File: src/design/tcns_pkg.sv
`timescale 1ns / 1ps
package tcns_pkg;

	localparam int unsigned BufPackets = 64;
	localparam int unsigned PidEntries = 8192;
	localparam int unsigned PidW       = 13;
	localparam int unsigned PcrW       = 42;
	localparam int unsigned PnW        = 48;
	localparam int unsigned CntW       = $clog2(BufPackets);
	localparam int unsigned DvdW       = 84;
	localparam int unsigned DenW       = 64;

	localparam logic [31:0] ObrReset   = 32'd40000000;
	localparam logic [35:0] BitsClock  = 36'd40608000000;
	localparam logic [10:0] PktBits    = 11'd1504;
	localparam logic [63:0] PcrModulus = 64'd2576980377600;

	localparam logic [1:0] STAT_OK   = 2'd0;
	localparam logic [1:0] STAT_RATE = 2'd1;
	localparam logic [1:0] STAT_OVF  = 2'd2;
	localparam logic [1:0] STAT_ZERO = 2'd3;

	typedef struct packed {
		logic [PidW-1:0] pid;
		logic            has_pcr;
		logic [PcrW-1:0] pcr;
	} desc_t;

	typedef enum logic [3:0] {
		ST_CLEAR, ST_IDLE, ST_RD, ST_LOOK, ST_MUL, ST_DIVR_S, ST_DIVR_W, ST_CHK,
		ST_STEP, ST_DIVC_S, ST_DIVC_W, ST_EMIT, ST_FIN, ST_BUF, ST_ERR
	} state_t;

endpackage

File: src/design/tcns_front.sv
`timescale 1ns / 1ps
module tcns_front (
	input  logic                  clk,
	input  logic                  arst_n,
	input  logic                  push,
	output logic                  full,
	input  logic [12:0]           packet_pid,
	input  logic [7:0]            adaptation_control,
	input  logic [7:0]            adaptation_length,
	input  logic [7:0]            adaptation_flags,
	input  logic [47:0]           pcr_raw_bytes,
	input  logic                  clearing,
	output logic                  fq_valid,
	output tcns_pkg::desc_t       fq_data,
	input  logic                  fq_pop
);
	import tcns_pkg::*;

	desc_t      q_mem [2];
	logic       wr_q, rd_q;
	logic [1:0] cnt_q;
	desc_t      d;
	logic [32:0] base;
	logic       wr_en, rd_en;

	always_comb begin
		base      = pcr_raw_bytes[47:15];
		d.pid     = packet_pid;
		d.has_pcr = adaptation_control[5] & (|adaptation_length) & adaptation_flags[4];
		d.pcr     = ({9'b0, base} << 8) + ({9'b0, base} << 5) + ({9'b0, base} << 3)
			+ ({9'b0, base} << 2) + {33'b0, pcr_raw_bytes[8:0]};
	end

	assign full     = (cnt_q == 2'd2) | clearing;
	assign wr_en    = push & ~full;
	assign fq_valid = (cnt_q != 2'd0);
	assign rd_en    = fq_pop & fq_valid;
	assign fq_data  = q_mem[rd_q];

	always_ff @(posedge clk) begin
		if (wr_en) begin
			q_mem[wr_q] <= d;
		end
	end

	always_ff @(posedge clk or negedge arst_n) begin
		if (!arst_n) begin
			wr_q  <= 1'b0;
			rd_q  <= 1'b0;
			cnt_q <= 2'd0;
		end else begin
			if (wr_en) wr_q <= ~wr_q;
			if (rd_en) rd_q <= ~rd_q;
			cnt_q <= cnt_q + {1'b0, wr_en} - {1'b0, rd_en};
		end
	end
endmodule

File: config.mk
export PLATFORM = sky130hd
export DESIGN_NAME = tcns_front
export DESIGN_NICKNAME = d
export VERILOG_FILES = /design/src/design/tcns_pkg.sv /design/src/design/tcns_front.sv
export SDC_FILE = /design/constraint.sdc
export NUM_CORES = 1
export LEC_CHECK = 0
export ABC_CLOCK_PERIOD_IN_PS = 10200
export BUFFER_PORTS_ARGS = -buffer_cell sky130_fd_sc_hd__buf_2
export CAP_MARGIN = 20
export CORE_AREA = 2 2 110 166
export DETAILED_ROUTE_END_ITERATION = 8
export DIE_AREA = 0 0 112 168
export GPL_TIMING_DRIVEN = 0
export PLACE_DENSITY = 0.82
export SYNTH_ARGS = -nofsm -noshare
export SYNTH_HDL_FRONTEND = slang
export SYNTH_SLANG_ARGS = --single-unit
File: constraint.sdc
create_clock -name clk -period 10.2 [get_ports clk]
set_input_delay 2.04 -clock clk [delete_from_list [all_inputs] [get_ports clk]]
set_output_delay 2.04 -clock clk [all_outputs]
set_load 0.02 [all_outputs]
==> run metrics <==
dpl hpwl 13,220 microns; Top Ports roughly 150; post-synth top area cell edfxtp_1; total number of vias 5,466; internal power 1.704 mW; remaining antenna violation count 0; clock share of power 0.226; CTS tree built; Tightest Pin Transition between 0.6 and 0.7 ns; clk_skew 0.01315 ns; Sink Count 116; sequential element share of the synthesized area 0.4120; first-pass GRT wire length 27,720 microns; Async S/R FF share, synth 0.03448; kind of critical path in -> reg; Comb power frac 0.505; Post-synth EDFFs 112; Core Rows 60; crit-path max FO 6; Worst Reg-to-Reg Cells 6; Net Count, Synth 897; Setup crit start kind input port; Routed WL per cell ~16 microns; Mapped Area 8406 sq um; Static Leakage 4.352 nW; PwrDens about 280 nW/um^2; Initial DRC Count 308; Clk Latency, worst-skew pair 0.45 ns; clk root buf clkbuf_16; Layout area overhead 19.49%; origin of the worst min-delay path cnt_q[1]; Synth area leaders edfxtp_1, fa_1, ha_1; starting density of the core 0.4785; number of global-route vias before repair 5,830; Synth top area share 0.4001; n_diodes 0; outcome completed; DIE WIDTH 112 microns; DIE AREA 18,820 sq um; CTS Hold Bufs 0; CTS H-tree depth 4; Remaining DRCs 0; First-pass DRT Iterations 4; Setup TNS 0 ns; Yosys reg bits around 120; CTS clock-pin slew for the worst setup and hold paths about 0.050 ns; RSZ-0062 raised after global routing false; R2R setup slack 8.20 ns; required time worst endpoint 10.39 ns; Setup Viol. Count Final 0; share of layout cells above drive strength 1 0.2829; Die H 168 microns; vias per cell 5.271; nets@finish 1,054; Hold Fails Final Rpt 0; Hold EP cnt_q[1]; grt ovf 0; Distinct cells, synth 63; initial antenna violation count 0; Final Total Pwr 2.781 mW; period utilization 0.5624; largest net degree at the start of global routing 41; Sequential Power Share 0.269; Hold WS about 0.50 ns; Worst VDD drop 194.9 uV; post-CTS setup buffer count 0; Slew HR 0.5562; GRT Overall Usage 0.1822; Buffers on Ports 127; count leader, synth edfxtp_1; WL final 16,620 microns; crit path capture type flop; crit path time final 5.736 ns; CTS Buffer Depth 3; Max Slew Vio Count 0; Placer Congestion approximately 0.86; synth cell count leaders edfxtp_1, ha_1, inv_1; TritonCTS buffer count 25; FF-to-FF Start cnt_q[0]; Post-Synthesis Cells 660; Hold Crit Class reg -> reg; WHS Path Cells 1; Yosys warning total 0; Post-synth top flop edfxtp_1; Fmax 174.3 MHz; switching part of the total 0.3873; Net Switching 1.077 mW; CP arrival approximately 5.9 ns; R2R Path End q_mem[0][27]; post-cts sizing count 0; max-cap violations 0; Syn Area/Cell 12.74 sq um; Core Region 17,570 sq um
critical path, stage by stage:
cell	delay, ns
buf_2	0.11
inv_1	0.16
fa_1	0.45
inv_1	0.09
fa_1	0.42
ha_1	0.32
ha_1	0.23
fa_1	0.43
a211oi_1	0.33
nor2_2	0.11
o31ai_4	0.29
o311ai_1	0.21
a221oi_2	0.43
o21ai_1	0.14
xor2_1	0.17
layout by cell type, fill, tap and decap left out, drive strengths merged, types with 4 or more instances in the layout:
master	synthesis	layout
buf	1	131
edfxtp	112	112
ha	82	82
inv	74	74
fa	65	65
mux2	56	56
clkbuf	13	40
a21oi	38	38
nand2	30	30
nor2	25	25
xnor2	23	23
o21ai	23	23
a21o	13	13
xor2	11	11
nand3	11	11
nor3	10	10
nand4	6	6
o21a	4	4
a31oi	4	4
dfrtp	4	4
o21bai	4	4
through the flow:
| stage | util | instances | cell area [sq um] | setup WS [ns] |
|---|---|---|---|---|
| after floorplan | - | 660 | 8406 | 4.565 |
| after global placement | 0.5301 | 1004 | 9313 | 3.685 |
| after detailed placement | 0.5349 | 1007 | 9397 | 3.990 |
| after CTS | 0.5717 | 1037 | 10040 | 4.432 |
| after global routing | 0.5717 | 1037 | 10040 | 4.178 |
| final | 0.5717 | 1037 | 10040 | 4.464 |
flip-flops by register name, summed over array words and instances, names as in the netlist:
register / cells
rd_q: 1
q_mem: 112
wr_q: 1
cnt_q: 2
cell families (layout without fill, tap and decap cells):
family	Yosys count	in the layout	synth area share
fa+ha+maj	147	147	0.2769
flops	116	116	0.4120
compound gates	114	114	0.09795
simple gates	104	104	0.06208
buf+inv	88	248	0.03945
mux	57	57	0.07621
xor+xnor	34	34	0.03543
how the worst max path moves through the flow:
stage | startpoint | end | cells after the start
after floorplan | pcr_raw_bytes[5] | q_mem[0][35] | 14
after global placement | clearing | q_mem[0][1] | 4
after detailed placement | pcr_raw_bytes[17] | q_mem[1][39] | 15
after CTS | pcr_raw_bytes[17] | q_mem[1][39] | 15
after global routing | pcr_raw_bytes[17] | q_mem[0][39] | 15
final | pcr_raw_bytes[17] | q_mem[0][39] | 15
metal layers:
layer | vias up | routed length (microns) | track usage
met3 | 28 | 547 | 0.02556
met5 | - | 0 | 0
met2 | 116 | 8953 | 0.3336
li1 | 2696 | - | -
met4 | 0 | 378 | 0.06840
met1 | 2626 | 6740 | 0.2165
layout make-up:
cell class,count,area (sq um)
inverter,74,277.8
tap,217,271.5
clock buffer,27,633.1
multi-input combinational,456,4619
buffer,14,53.80
timing repair buffer,130,710.7
fill,1462,7523
clock inverter,3,13.76
sequential,116,3463
power groups by stage:
stage / clock network, mW / registers (mW) / logic (mW)
after global routing: 0.662 / 0.755 / 1.56
after global placement: 0 / 0.755 / 1.35
final: 0.629 / 0.747 / 1.40
after detailed placement: 0 / 0.755 / 1.40
after CTS: 0.639 / 0.748 / 1.41
after floorplan: 0 / 0.749 / 1.04
Note: power is estimated with default switching activity, not from simulation.
